[src/rtl/cor_pkg.sv]
// shared types and constants for the circle octant rasterizer
// widths, register indexes, controller states and command/status structs
// no dependencies
package cor_pkg;

  localparam int COORD_BITS = 12;
  localparam int RAD_W      = COORD_BITS - 1;
  localparam int D_W        = 2 * RAD_W;
  localparam int SQ_W       = 2 * COORD_BITS;
  localparam int REM_W      = RAD_W + 1;
  localparam int TRY_W      = RAD_W + 3;
  localparam int OUT_W      = COORD_BITS + 2;
  localparam int ROOT_CNT_W = $clog2(RAD_W);
  localparam int PT_IDX_W   = 3;
  localparam int CFG_IDX_W  = 2;

  localparam logic [CFG_IDX_W-1:0] REG_CENTER_X = 2'd0;
  localparam logic [CFG_IDX_W-1:0] REG_CENTER_Y = 2'd1;
  localparam logic [CFG_IDX_W-1:0] REG_RADIUS   = 2'd2;

  localparam logic [PT_IDX_W-1:0] PT_LAST = 3'd7;

  typedef enum logic [2:0] {
    ST_IDLE,
    ST_MUL,
    ST_SUB,
    ST_ROOT,
    ST_EMIT
  } state_e;

  typedef struct packed {
    logic clr_col;
    logic mul_en;
    logic root_init;
    logic root_step;
    logic pt_adv;
    logic col_inc;
  } cmd_t;

  typedef struct packed {
    logic root_last;
    logic pt_last;
    logic done;
  } sts_t;

endpackage

[src/rtl/cor_if.sv]
// handshake channels of the circle octant rasterizer: step, point and config
// depends on cor_pkg
interface cor_step_if;
  logic valid;
  logic ready;
  logic restart;
  modport source (output valid, output restart, input ready);
  modport sink (input valid, input restart, output ready);
endinterface

interface cor_point_if;
  logic                             valid;
  logic                             ready;
  logic signed [cor_pkg::OUT_W-1:0] point_x;
  logic signed [cor_pkg::OUT_W-1:0] point_y;
  logic                             last_of_step;
  logic                             circle_done;
  modport source (output valid, output point_x, output point_y, output last_of_step,
                  output circle_done, input ready);
  modport sink (input valid, input point_x, input point_y, input last_of_step,
                input circle_done, output ready);
endinterface

interface cor_cfg_if;
  logic                              valid;
  logic                              ready;
  logic [cor_pkg::CFG_IDX_W-1:0]     index;
  logic [cor_pkg::COORD_BITS-1:0]    data;
  modport source (output valid, output index, output data, input ready);
  modport sink (input valid, input index, input data, output ready);
endinterface

[src/rtl/cor_ctrl.sv]
// controller of the circle octant rasterizer: step sequencing and run state
// depends on cor_pkg
module cor_ctrl (
  input  logic          clk_i,
  input  logic          rst_ni,
  input  logic          in_valid_i,
  input  logic          in_restart_i,
  output logic          in_ready_o,
  output logic          out_valid_o,
  input  logic          out_ready_i,
  input  cor_pkg::sts_t sts_i,
  output cor_pkg::cmd_t cmd_o
);

  cor_pkg::state_e state_q, state_d;
  logic            finished_q, finished_d;

  always_ff @(posedge clk_i or negedge rst_ni) begin
    if (!rst_ni) begin
      state_q    <= cor_pkg::ST_IDLE;
      finished_q <= 1'b1;
    end else begin
      state_q    <= state_d;
      finished_q <= finished_d;
    end
  end

  always_comb begin
    state_d = state_q;
    unique case (state_q)
      cor_pkg::ST_IDLE: begin
        if (in_valid_i && (in_restart_i || !finished_q)) state_d = cor_pkg::ST_MUL;
      end
      cor_pkg::ST_MUL:  state_d = cor_pkg::ST_SUB;
      cor_pkg::ST_SUB:  state_d = cor_pkg::ST_ROOT;
      cor_pkg::ST_ROOT: begin
        if (sts_i.root_last) state_d = cor_pkg::ST_EMIT;
      end
      cor_pkg::ST_EMIT: begin
        if (out_ready_i && sts_i.pt_last) state_d = cor_pkg::ST_IDLE;
      end
      default: state_d = cor_pkg::ST_IDLE;
    endcase
  end

  always_comb begin
    in_ready_o        = (state_q == cor_pkg::ST_IDLE);
    out_valid_o       = (state_q == cor_pkg::ST_EMIT);
    cmd_o.clr_col     = in_ready_o && in_valid_i && in_restart_i;
    cmd_o.mul_en      = (state_q == cor_pkg::ST_MUL);
    cmd_o.root_init   = (state_q == cor_pkg::ST_SUB);
    cmd_o.root_step   = (state_q == cor_pkg::ST_ROOT);
    cmd_o.pt_adv      = out_valid_o && out_ready_i;
    cmd_o.col_inc     = cmd_o.pt_adv && sts_i.pt_last && !sts_i.done;
    finished_d        = finished_q;
    if (cmd_o.clr_col) begin
      finished_d = 1'b0;
    end else if (cmd_o.pt_adv && sts_i.pt_last && sts_i.done) begin
      finished_d = 1'b1;
    end
  end

endmodule

[src/rtl/cor_datapath.sv]
// datapath of the circle octant rasterizer: config registers, squares,
// bit-serial square root and eight-way point generation
// depends on cor_pkg
module cor_datapath (
  input  logic                             clk_i,
  input  logic                             rst_ni,
  input  logic                             cfg_we_i,
  input  logic [cor_pkg::CFG_IDX_W-1:0]    cfg_index_i,
  input  logic [cor_pkg::COORD_BITS-1:0]   cfg_data_i,
  input  cor_pkg::cmd_t                    cmd_i,
  output cor_pkg::sts_t                    sts_o,
  output logic signed [cor_pkg::OUT_W-1:0] point_x_o,
  output logic signed [cor_pkg::OUT_W-1:0] point_y_o,
  output logic                             last_of_step_o,
  output logic                             circle_done_o
);

  localparam int CB = cor_pkg::COORD_BITS;
  localparam int RW = cor_pkg::RAD_W;
  localparam int DW = cor_pkg::D_W;
  localparam int OW = cor_pkg::OUT_W;

  logic [CB-1:0]                 cx_q, cy_q, col_q;
  logic [RW-1:0]                 rad_q;
  logic [DW-1:0]                 rr_q;
  logic [cor_pkg::SQ_W-1:0]      xx_q;
  logic [DW-1:0]                 dsh_q, dsh_d;
  logic [cor_pkg::REM_W-1:0]     rem_q, rem_d;
  logic [RW-1:0]                 root_q, root_d;
  logic [cor_pkg::ROOT_CNT_W-1:0] cnt_q;
  logic [cor_pkg::PT_IDX_W-1:0]  pt_q;

  // config and run control registers
  always_ff @(posedge clk_i or negedge rst_ni) begin
    if (!rst_ni) begin
      cx_q  <= '0;
      cy_q  <= '0;
      rad_q <= '0;
      col_q <= '0;
      cnt_q <= '0;
      pt_q  <= '0;
    end else begin
      if (cfg_we_i) begin
        unique case (cfg_index_i)
          cor_pkg::REG_CENTER_X: cx_q  <= cfg_data_i;
          cor_pkg::REG_CENTER_Y: cy_q  <= cfg_data_i;
          cor_pkg::REG_RADIUS:   rad_q <= cfg_data_i[RW-1:0];
          default: ;
        endcase
      end
      if (cmd_i.clr_col) begin
        col_q <= '0;
      end else if (cmd_i.col_inc) begin
        col_q <= col_q + CB'(1);
      end
      if (cmd_i.root_init) begin
        cnt_q <= '0;
      end else if (cmd_i.root_step) begin
        cnt_q <= cnt_q + cor_pkg::ROOT_CNT_W'(1);
      end
      if (cmd_i.root_init) begin
        pt_q <= '0;
      end else if (cmd_i.pt_adv) begin
        pt_q <= pt_q + cor_pkg::PT_IDX_W'(1);
      end
    end
  end

  // squares, registered
  always_ff @(posedge clk_i) begin
    if (cmd_i.mul_en) begin
      rr_q <= DW'(rad_q) * DW'(rad_q);
      xx_q <= cor_pkg::SQ_W'(col_q) * cor_pkg::SQ_W'(col_q);
    end
  end

  // one result bit per cycle, two radicand bits brought down each time
  logic [cor_pkg::TRY_W-1:0] try_w, sub_w;
  always_comb begin
    try_w  = {rem_q, dsh_q[DW-1 -: 2]};
    sub_w  = cor_pkg::TRY_W'({root_q, 2'b01});
    dsh_d  = dsh_q;
    rem_d  = rem_q;
    root_d = root_q;
    if (cmd_i.root_init) begin
      dsh_d  = (cor_pkg::SQ_W'(rr_q) > xx_q) ? DW'(cor_pkg::SQ_W'(rr_q) - xx_q) : '0;
      rem_d  = '0;
      root_d = '0;
    end else if (cmd_i.root_step) begin
      dsh_d = {dsh_q[DW-3:0], 2'b00};
      if (try_w >= sub_w) begin
        rem_d  = cor_pkg::REM_W'(try_w - sub_w);
        root_d = {root_q[RW-2:0], 1'b1};
      end else begin
        rem_d  = cor_pkg::REM_W'(try_w);
        root_d = {root_q[RW-2:0], 1'b0};
      end
    end
  end

  always_ff @(posedge clk_i) begin
    dsh_q  <= dsh_d;
    rem_q  <= rem_d;
    root_q <= root_d;
  end

  // eight-way points; an inexact root pulls a positive negative-offset sum down by one
  logic          exact;
  logic [OW-1:0] a_w, b_w, x_w, s_w, na_w, nb_w;
  logic [OW-1:0] px_w, py_w;
  always_comb begin
    exact = (rem_q == '0);
    a_w   = OW'(cx_q);
    b_w   = OW'(cy_q);
    x_w   = OW'(col_q);
    s_w   = OW'(root_q);
    na_w  = a_w - s_w - OW'(!exact && (cx_q > CB'(root_q)));
    nb_w  = b_w - s_w - OW'(!exact && (cy_q > CB'(root_q)));
    unique case (pt_q)
      3'd0: begin px_w = a_w + x_w; py_w = b_w + s_w; end
      3'd1: begin px_w = a_w - x_w; py_w = b_w + s_w; end
      3'd2: begin px_w = a_w + x_w; py_w = nb_w;      end
      3'd3: begin px_w = a_w - x_w; py_w = nb_w;      end
      3'd4: begin px_w = a_w + s_w; py_w = b_w + x_w; end
      3'd5: begin px_w = na_w;      py_w = b_w + x_w; end
      3'd6: begin px_w = a_w + s_w; py_w = b_w - x_w; end
      default: begin px_w = na_w;   py_w = b_w - x_w; end
    endcase
  end

  assign point_x_o      = px_w;
  assign point_y_o      = py_w;
  assign last_of_step_o = (pt_q == cor_pkg::PT_LAST);
  assign circle_done_o  = sts_o.done;

  assign sts_o.root_last = (cnt_q == cor_pkg::ROOT_CNT_W'(RW - 1));
  assign sts_o.pt_last   = (pt_q == cor_pkg::PT_LAST);
  assign sts_o.done      = ((CB + 1)'(col_q) + (CB + 1)'(1)) > (CB + 1)'(root_q);

endmodule

[src/rtl/circle_octant_rasterizer_top.sv]
// top level of the circle octant rasterizer
// depends on cor_pkg, cor_if, cor_ctrl and cor_datapath
//
// usage: write center_x (index 0), center_y (1) and radius (2) on cfg_i
// while the block is idle; cfg_i is always ready. each item on step_i is one
// column step: restart 1 starts a new circle at column zero, restart 0 moves
// to the next column. an active step gives eight point items on point_o, the
// eighth with last_of_step set; all eight carry circle_done on the final
// step. a step after the circle is finished gives nothing.
// timing: an active step computes the squares (ST_MUL), then the radicand
// (ST_SUB), then the square root (ST_ROOT, one result bit a cycle in the
// root unit) and then the eight points (ST_EMIT). step_i is ready only
// between steps. a stalled receiver holds the current point steady and the
// step simply stretches. reset clears the config, column and counter
// registers to zero and marks the circle finished, so nothing is drawn
// until a restart.
module circle_octant_rasterizer_top (
  input logic        clk_i,
  input logic        rst_ni,
  cor_step_if.sink   step_i,
  cor_point_if.source point_o,
  cor_cfg_if.sink    cfg_i
);

  cor_pkg::cmd_t cmd;
  cor_pkg::sts_t sts;

  assign cfg_i.ready = 1'b1;

  cor_ctrl u_ctrl (
    .clk_i        (clk_i),
    .rst_ni       (rst_ni),
    .in_valid_i   (step_i.valid),
    .in_restart_i (step_i.restart),
    .in_ready_o   (step_i.ready),
    .out_valid_o  (point_o.valid),
    .out_ready_i  (point_o.ready),
    .sts_i        (sts),
    .cmd_o        (cmd)
  );

  cor_datapath u_datapath (
    .clk_i          (clk_i),
    .rst_ni         (rst_ni),
    .cfg_we_i       (cfg_i.valid),
    .cfg_index_i    (cfg_i.index),
    .cfg_data_i     (cfg_i.data),
    .cmd_i          (cmd),
    .sts_o          (sts),
    .point_x_o      (point_o.point_x),
    .point_y_o      (point_o.point_y),
    .last_of_step_o (point_o.last_of_step),
    .circle_done_o  (point_o.circle_done)
  );

endmodule

[src/flat_wrapper.sv]
// flat-port wrapper written by rule: the top's interface ports become plain ports
module circle_octant_rasterizer_top_flat 
  (clk_i, rst_ni, step_i_valid, step_i_restart, step_i_ready, point_o_valid, point_o_point_x, point_o_point_y, point_o_last_of_step, point_o_circle_done, point_o_ready, cfg_i_valid, cfg_i_index, cfg_i_data, cfg_i_ready);
  cor_step_if step_i_i ();
  cor_point_if point_o_i ();
  cor_cfg_if cfg_i_i ();
  input logic clk_i;
  input logic rst_ni;
  input wire logic [$bits(step_i_i.valid)-1:0] step_i_valid;
  input wire logic [$bits(step_i_i.restart)-1:0] step_i_restart;
  output wire logic [$bits(step_i_i.ready)-1:0] step_i_ready;
  output wire logic [$bits(point_o_i.valid)-1:0] point_o_valid;
  output wire logic [$bits(point_o_i.point_x)-1:0] point_o_point_x;
  output wire logic [$bits(point_o_i.point_y)-1:0] point_o_point_y;
  output wire logic [$bits(point_o_i.last_of_step)-1:0] point_o_last_of_step;
  output wire logic [$bits(point_o_i.circle_done)-1:0] point_o_circle_done;
  input wire logic [$bits(point_o_i.ready)-1:0] point_o_ready;
  input wire logic [$bits(cfg_i_i.valid)-1:0] cfg_i_valid;
  input wire logic [$bits(cfg_i_i.index)-1:0] cfg_i_index;
  input wire logic [$bits(cfg_i_i.data)-1:0] cfg_i_data;
  output wire logic [$bits(cfg_i_i.ready)-1:0] cfg_i_ready;
  assign step_i_i.valid = step_i_valid;
  assign step_i_i.restart = step_i_restart;
  assign step_i_ready = step_i_i.ready;
  assign point_o_valid = point_o_i.valid;
  assign point_o_point_x = point_o_i.point_x;
  assign point_o_point_y = point_o_i.point_y;
  assign point_o_last_of_step = point_o_i.last_of_step;
  assign point_o_circle_done = point_o_i.circle_done;
  assign point_o_i.ready = point_o_ready;
  assign cfg_i_i.valid = cfg_i_valid;
  assign cfg_i_i.index = cfg_i_index;
  assign cfg_i_i.data = cfg_i_data;
  assign cfg_i_ready = cfg_i_i.ready;
  circle_octant_rasterizer_top u_core (.clk_i(clk_i), .rst_ni(rst_ni), .step_i(step_i_i), .point_o(point_o_i), .cfg_i(cfg_i_i));
endmodule
[config.mk]
export PLATFORM = sky130hd
export DESIGN_NAME = circle_octant_rasterizer_top_flat
export DESIGN_NICKNAME = d
export VERILOG_FILES = /design/src/rtl/cor_pkg.sv /design/src/rtl/cor_if.sv /design/src/rtl/cor_ctrl.sv /design/src/rtl/cor_datapath.sv /design/src/rtl/circle_octant_rasterizer_top.sv /design/src/flat_wrapper.sv
export SDC_FILE = /design/constraint.sdc
export NUM_CORES = 1
export LEC_CHECK = 0
export ABC_AREA = 1
export BUFFER_PORTS_ARGS = -buffer_cell sky130_fd_sc_hd__buf_2
export CAP_MARGIN = 10
export CORE_MARGIN = 10
export CORE_UTILIZATION = 66
export CTS_CLUSTER_DIAMETER = 60
export DETAILED_ROUTE_END_ITERATION = 12
export PLACE_DENSITY = 0.9
export SKIP_CTS_REPAIR_TIMING = 1
export SYNTH_ARGS = -nofsm -noshare
export SYNTH_HDL_FRONTEND = slang
export SYNTH_SLANG_ARGS = --single-unit
[constraint.sdc]
create_clock -name clk_i -period 5.9 [get_ports clk_i]
set_clock_uncertainty 0.05 [all_clocks]
set_input_delay 0.59 -clock clk_i [delete_from_list [all_inputs] [get_ports clk_i]]
set_output_delay 0.59 -clock clk_i [all_outputs]
set_load 0.05 [all_outputs]
==> results.sh, run 1 <==
export IMPL_cp_endpoint="u_core.u_datapath.xx_q[16]"
export IMPL_die_w_um=192
export IMPL_cts_max_level=4
export IMPL_dieArea_um2=37000
export IMPL_syn_inst=2634
export IMPL_synth_simple_gate_area_frac=0.194
export IMPL_worstSetupPathType="reg2reg"
export IMPL_use_met2=0.508
export IMPL_setup_viol=0
export IMPL_drt_wirelength_per_cell_um=17.9
export IMPL_gp_congestion=1.02
export IMPL_r2r_start="u_core.u_datapath.col_q[2]"
export IMPL_synth_top_area_frac=0.158
export IMPL_synthXorXnorAreaFrac=0.0501
export IMPL_numCtsBuffers=17
export IMPL_drt_pass1_iterations=5
export IMPL_hold_ws_ps=258
export IMPL_worst_pin_slew_ps=898
export IMPL_met3_usage=0.0464
export IMPL_syn2layout_area_growth_pct=6.35
export IMPL_cpPeakStageDelay_ps=620
export IMPL_dpl_cell_area_um2=20300
export IMPL_synth_edf_count=66
export IMPL_via_count=17800
export IMPL_antenna_left=0
export IMPL_yosys_top_cells_count="598 x nand2_1, 548 x inv_1, 241 x ha_1"
export IMPL_worst_r2r_setup_slack_ps=420
export IMPL_slowest_stage="fa_1"
export IMPL_crit_chain="buf_4, nand2_1, fa_1, fa_1, fa_1, fa_1, fa_1, inv_1, ha_1, a21oi_1, o21ai_0, a21o_1, a21oi_1, o21ai_0, xor2_1"
export IMPL_drive_gt1_frac=0.0507
export IMPL_grtUsageMet1=0.377
export IMPL_cp_data_required_time_ps=6030
export IMPL_drv_cap=0
export IMPL_netlist_area_um2=19600
export IMPL_portBuffers=51
export IMPL_reg2regPathDepth=15
export IMPL_synth_fp_nets=3050
export IMPL_fmax_mhz=182
export IMPL_fin_setup_tns_ps=0
export IMPL_p_per_area_nw_per_um2=463
export IMPL_rsz0062_at_grt="no"
export IMPL_finalCriticalPeriod_ps=5480
export IMPL_critPathBufInv=2
export IMPL_cts_buffer_depth=2
export IMPL_crit_path_frequent_cell="fa_1"
export IMPL_synthAdderAreaFrac=0.312
export IMPL_antenna_found_initial=0
export IMPL_fin_area_um2=20900
export IMPL_ys_ff_latch=147
export IMPL_crit_family="adder cells"
export IMPL_start_util=0.666
export IMPL_io_pins=53
export IMPL_cp_max_fo=10
export IMPL_dpl_hpwl_mm=44.9
export IMPL_drt_wl_total_mm=54.9
export IMPL_syn_area_per_cell_um2=7.45
export IMPL_grt_max_degree=59
export IMPL_yosysSeqAreaShare=0.199
export IMPL_ys_flop_type="edfxtp_1"
export IMPL_async_flop_share=0.395
export IMPL_clock_latency_ps=440
export IMPL_std_cell_rows=63
export IMPL_busiest_layer="met2"
export IMPL_clk_pin_slew_ps=70
export IMPL_synth_compound_area_frac=0.130
export IMPL_synth_mux_area_frac=0
export IMPL_status="finished clean"
export IMPL_cp_start_kind="register"
export IMPL_cts_tree="built"
export IMPL_peakVddDrop_uv=421
export IMPL_grt_overflow_total=0
export IMPL_period_share=0.929
export IMPL_synthTopCellsByArea="fa_1 16%, ha_1 15%, nand2_1 11%"
export IMPL_grtUsageTotal=0.303
export IMPL_yosysTopAreaCell="fa_1"
export IMPL_slew_headroom=0.400
export IMPL_synth_most_common_cell="nand2_1"
export IMPL_cp_arrival_ps=5610
export IMPL_coreArea_um2=29500
export IMPL_fp_dieH_um=192
export IMPL_route_detailed_drc=0
export IMPL_layout_nets=3084
export IMPL_drt_initial_drc_count=1812
export IMPL_grt_pass1_wl_mm=89.8
export IMPL_slew_viol_final=0
export IMPL_leakage_uw=0.0116
export IMPL_ys_warn_count=0
export IMPL_synth_top_family_by_area="adder cells"
export IMPL_viasPerCell=5.81
export IMPL_hp_class="in2async"
export IMPL_grt_pass1_vias=17900
export IMPL_timing_rr_end="u_core.u_datapath.xx_q[16]"
export IMPL_synth_cell_types=57
export IMPL_clock_root_buffer="clkbuf_16"
export IMPL_finalHoldViolCount=0
export IMPL_numClockSinks=147
export IMPL_crit_cells=15
export IMPL_cp_end_kind="register"
export IMPL_startpoint="u_core.u_datapath.col_q[2]"
export IMPL_antenna_cells=0
==> how the worst min path moves through the flow <==
stage | slack, ps | cells after the start | end
global route | 330 | 2 | u_core.u_datapath.rad_q[5]
CTS | 280 | 2 | u_core.u_datapath.rad_q[5]
floorplan | 240 | 0 | u_core.u_ctrl.state_q[0]
detailed placement | 430 | 2 | u_core.u_datapath.rem_q[10]
finish | 260 | 2 | u_core.u_datapath.rad_q[5]
global placement | 420 | 2 | u_core.u_datapath.rem_q[10]
==> worst register-to-register path: stages (launching register included) <==
cell     delay, ps
dfrtp_1        590
buf_4          250
nand2_1         90
fa_1           530
fa_1           550
fa_1           530
fa_1           530
fa_1           620
inv_1           60
ha_1           350
a21oi_1        220
o21ai_0        100
a21o_1         180
a21oi_1        240
o21ai_0        160
xor2_1         170
==> stage by stage <==
step | setup WS [ps] | utilization | total power (µW) | std cells
floorplan | 702 | - | 6840 | 2634
global placement | 524 | 0.688 | 8260 | 3039
detailed placement | 389 | 0.688 | 8430 | 3039
CTS | 382 | 0.708 | 9570 | 3070
global route | 46.9 | 0.708 | 10500 | 3070
finish | 417 | 0.708 | 9670 | 3070
==> sequential cells by signal, indices dropped and copies added, names as in the netlist <==
| name | flops |
|---|---|
| u_core.u_ctrl.state_q | 3 |
| u_core.u_datapath.col_q | 12 |
| u_core.u_ctrl.finished_q | 1 |
| u_core.u_datapath.rad_q | 11 |
| u_core.u_datapath.xx_q | 23 |
| u_core.u_datapath.rr_q | 21 |
| u_core.u_datapath.rem_q | 12 |
| u_core.u_datapath.dsh_q | 22 |
| u_core.u_datapath.root_q | 11 |
| u_core.u_datapath.cx_q | 12 |
| u_core.u_datapath.cy_q | 12 |
| u_core.u_datapath.cnt_q | 4 |
| u_core.u_datapath.pt_q | 3 |
==> placed cells by master (no fill, tap or decap), types with 4 or more instances in the layout <==
cell and instances:
xor2_2 4, clkbuf_16 17, a21o_1 9, inv_1 548, a31oi_1 7, buf_4 17
xor2_1 63, xnor2_1 40, or2_2 7, nor3_1 17, o31ai_1 7, and2_1 4
nor2_2 7, o21bai_1 13, fa_1 155, buf_2 51, dfxtp_1 23, nand3_1 106
ha_1 241, o21ai_1 10, nand3b_1 6, dfrtp_1 55, o211ai_1 10, a21boi_0 9
o21ai_0 191, a21oi_1 167, edfxtp_1 66, o22ai_1 13, nand4_1 23, nor2_1 129
a211oi_1 8, nand2_1 598, nor4_1 8
==> report_power, final <==
| group | switching (µW) | internal (µW) |
|---|---|---|
| Combinational | 4470 | 2220 |
| Clock | 463 | 629 |
| Sequential | 326 | 1560 |
| Total | 5260 | 4410 |
==> metal layers <==
metal  wire, µm  vias to the layer above
li1           -                     8450
met5          0                        -
met2      26000                      841
met3       4360                      193
met1      21800                     8365
met4       2730                        0
==> kinds of logic after synthesis <==
kind of cell | Yosys count
AOI/OAI and AO/OA | 461
xor gates and xnor gates | 108
adders and majority gates | 396
buffers and inverters | 603
DFF | 147
other | 1
and+or+nand+nor | 918
==> final cells by class <==
cell class | count | area [µm²]
multi-input cells | 1884 | 13500
fillers | 2394 | 8610
flip-flops and latches | 147 | 3900
inverters | 550 | 2060
well taps | 390 | 488
clock buffers | 18 | 429
repair buffers | 68 | 383
clock inverters | 13 | 153
(Power assumes the default switching activity.)
==> inputs of run 2 (changes only) <==
--- a/config.mk
+++ b/config.mk
@@ -6,9 +6,8 @@
 export NUM_CORES = 1
 export LEC_CHECK = 0
 export ABC_AREA = 1
-export BUFFER_PORTS_ARGS = -buffer_cell sky130_fd_sc_hd__buf_2
-export CAP_MARGIN = 10
-export CORE_MARGIN = 10
+export BUFFER_PORTS_ARGS = -buffer_cell sky130_fd_sc_hd__clkbuf_2
+export CORE_MARGIN = 4
 export CORE_UTILIZATION = 66
 export CTS_CLUSTER_DIAMETER = 60
 export DETAILED_ROUTE_END_ITERATION = 12
==> results.sh, run 2 (synthesis gave the netlist of run 1 again) <==
export IMPL_crit_chain="nand2_1, inv_1, fa_1, fa_1, inv_1, fa_1, inv_1, fa_1, inv_1, fa_1, inv_1, ha_1, a21oi_1, o21ai_1, a21oi_1, o21ai_1, a21oi_1, o21ai_1, xor2_1"
export IMPL_drive_gt1_frac=0.0511
export IMPL_drt_initial_drc_count=1897
export IMPL_clock_root_buffer="clkbuf_16"
export IMPL_layout_common_cells="598 x nand2_1, 548 x inv_1, 241 x ha_1, 191 x o21ai_0, 167 x a21oi_1"
export IMPL_hp_class="in2async"
export IMPL_coreArea_um2=29000
export IMPL_slew_headroom=0.281
export IMPL_drt_wirelength_per_cell_um=18.0
export IMPL_drt_pass1_iterations=7
export IMPL_slew_viol_final=0
export IMPL_gp_congestion=1.01
export IMPL_route_detailed_drc=0
export IMPL_grt_pass1_wl_mm=91.3
export IMPL_cp_max_fo=15
export IMPL_cts_max_level=4
export IMPL_seqCellArea_um2=3900
export IMPL_finalCriticalPeriod_ps=5550
export IMPL_std_cell_rows=62
export IMPL_cpPeakStageDelay_ps=650
export IMPL_dpl_hpwl_mm=44.0
export IMPL_dpl_cell_area_um2=20300
export IMPL_fin_cells=3067
export IMPL_multiInputGateArea_um2=13500
export IMPL_via_count=18100
export IMPL_start_util=0.676
export IMPL_final_common_cell="nand2_1"
export IMPL_slowest_stage="dfrtp_1"
export IMPL_setup_viol=0
export IMPL_fmax_mhz=180
export IMPL_portBuffers=51
export IMPL_p_per_area_nw_per_um2=467
export IMPL_layout_nets=3085
export IMPL_clock_latency_ps=440
export IMPL_syn2layout_area_growth_pct=6.49
export IMPL_fillers=2257
export IMPL_critPathBufInv=5
export IMPL_rsz0062_at_grt="no"
export IMPL_cp_end_kind="register"
export IMPL_drt_wl_total_mm=55.3
export IMPL_status="finished clean"
export IMPL_crit_family="adder cells"
export IMPL_cp_start_kind="register"
export IMPL_dp_cells=3034
export IMPL_fin_setup_tns_ps=0
export IMPL_grt_max_degree=59
export IMPL_antenna_found_initial=1
export IMPL_top_regs="u_core.u_datapath.xx_q (23), u_core.u_datapath.dsh_q (22), u_core.u_datapath.rr_q (21)"
export IMPL_cp_data_required_time_ps=6040
export IMPL_cp_arrival_ps=5700
export IMPL_leakage_uw=0.0116
export IMPL_finalHoldViolCount=0
export IMPL_drv_cap=0
export IMPL_fp_dieH_um=180
export IMPL_clk_pin_slew_ps=70
export IMPL_numClockSinks=147
export IMPL_antenna_left=0
export IMPL_worstSetupPathType="reg2reg"
export IMPL_io_pins=53
export IMPL_dieArea_um2=32600
export IMPL_numCtsBuffers=17
export IMPL_viasPerCell=5.91
export IMPL_total_power_uw=9760
export IMPL_cts_tree="built"
export IMPL_grt_pass1_vias=18200
export IMPL_grtUsageTotal=0.343
export IMPL_peakVddDrop_uv=600
export IMPL_largest_register="u_core.u_datapath.xx_q"
export IMPL_cts_buffer_depth=2
export IMPL_grt_overflow_total=0
export IMPL_largest_reg_flops=23
export IMPL_worst_pin_slew_ps=1070
export IMPL_fin_area_um2=20900
export IMPL_period_share=0.941
export IMPL_die_w_um=180
run 2: cell count changes in the layout (fill, tap and decap cells not counted), moves of 2 or more:
cell,delta
buf_2,-51
clkbuf_2,+51
clkinv_4,-3
inv_6,+3
inv_8,+2
run 2: path summary, 6_finish.rpt:
path | from | end | slack (ps) | depth (start not counted)
worst max register to register | u_core.u_datapath.col_q[4] | u_core.u_datapath.xx_q[21] | 350 | 19
min in group clk_i | cfg_i_data[11] | u_core.u_datapath.cx_q[11] | 370 | 3
worst min-delay path | rst_ni | u_core.u_datapath.cy_q[5] | 250 | 2
worst min register to register | u_core.u_datapath.rem_q[10] | u_core.u_datapath.rem_q[10] | 440 | 2
worst max-delay path | u_core.u_datapath.col_q[4] | u_core.u_datapath.xx_q[21] | 350 | 19
max in group asynchronous | rst_ni | u_core.u_datapath.rad_q[1] | 5010 | 2
run 2: routing by layer:
| layer | wire, µm | global-route usage |
|---|---|---|
| met5 | 0 | 0 |
| met4 | 3040 | 0.160 |
| met3 | 4310 | 0.0503 |
| met2 | 26100 | 0.572 |
| met1 | 21800 | 0.445 |
run 2: cell type report:
type | instances | area share
diodes | 1 | 0.000120
clock buffers | 17 | 0.0204
clock inverters | 15 | 0.00874
inverters | 550 | 0.0988
multi-input cells | 1884 | 0.644
flip-flops and latches | 147 | 0.186
well taps | 384 | 0.0230
repair buffers | 69 | 0.0187
run 2: through the flow:
step / setup slack (ps) / util / hold slack, ps
5_1_grt: 3.31 / 0.720 / 330
2_1_floorplan: 702 / - / 244
3_5_place_dp: 458 / 0.699 / 420
4_1_cts: 424 / 0.720 / 280
3_3_place_gp: 556 / 0.699 / 426
6_report: 346 / 0.720 / 254
run 2: power breakdown:
group | total, µW | internal [µW] | leakage (µW) | switching (µW)
clock network | 1140 | 644 | 0.000302 | 495
registers | 1890 | 1560 | 0.00156 | 322
logic | 6740 | 2210 | 0.00975 | 4520
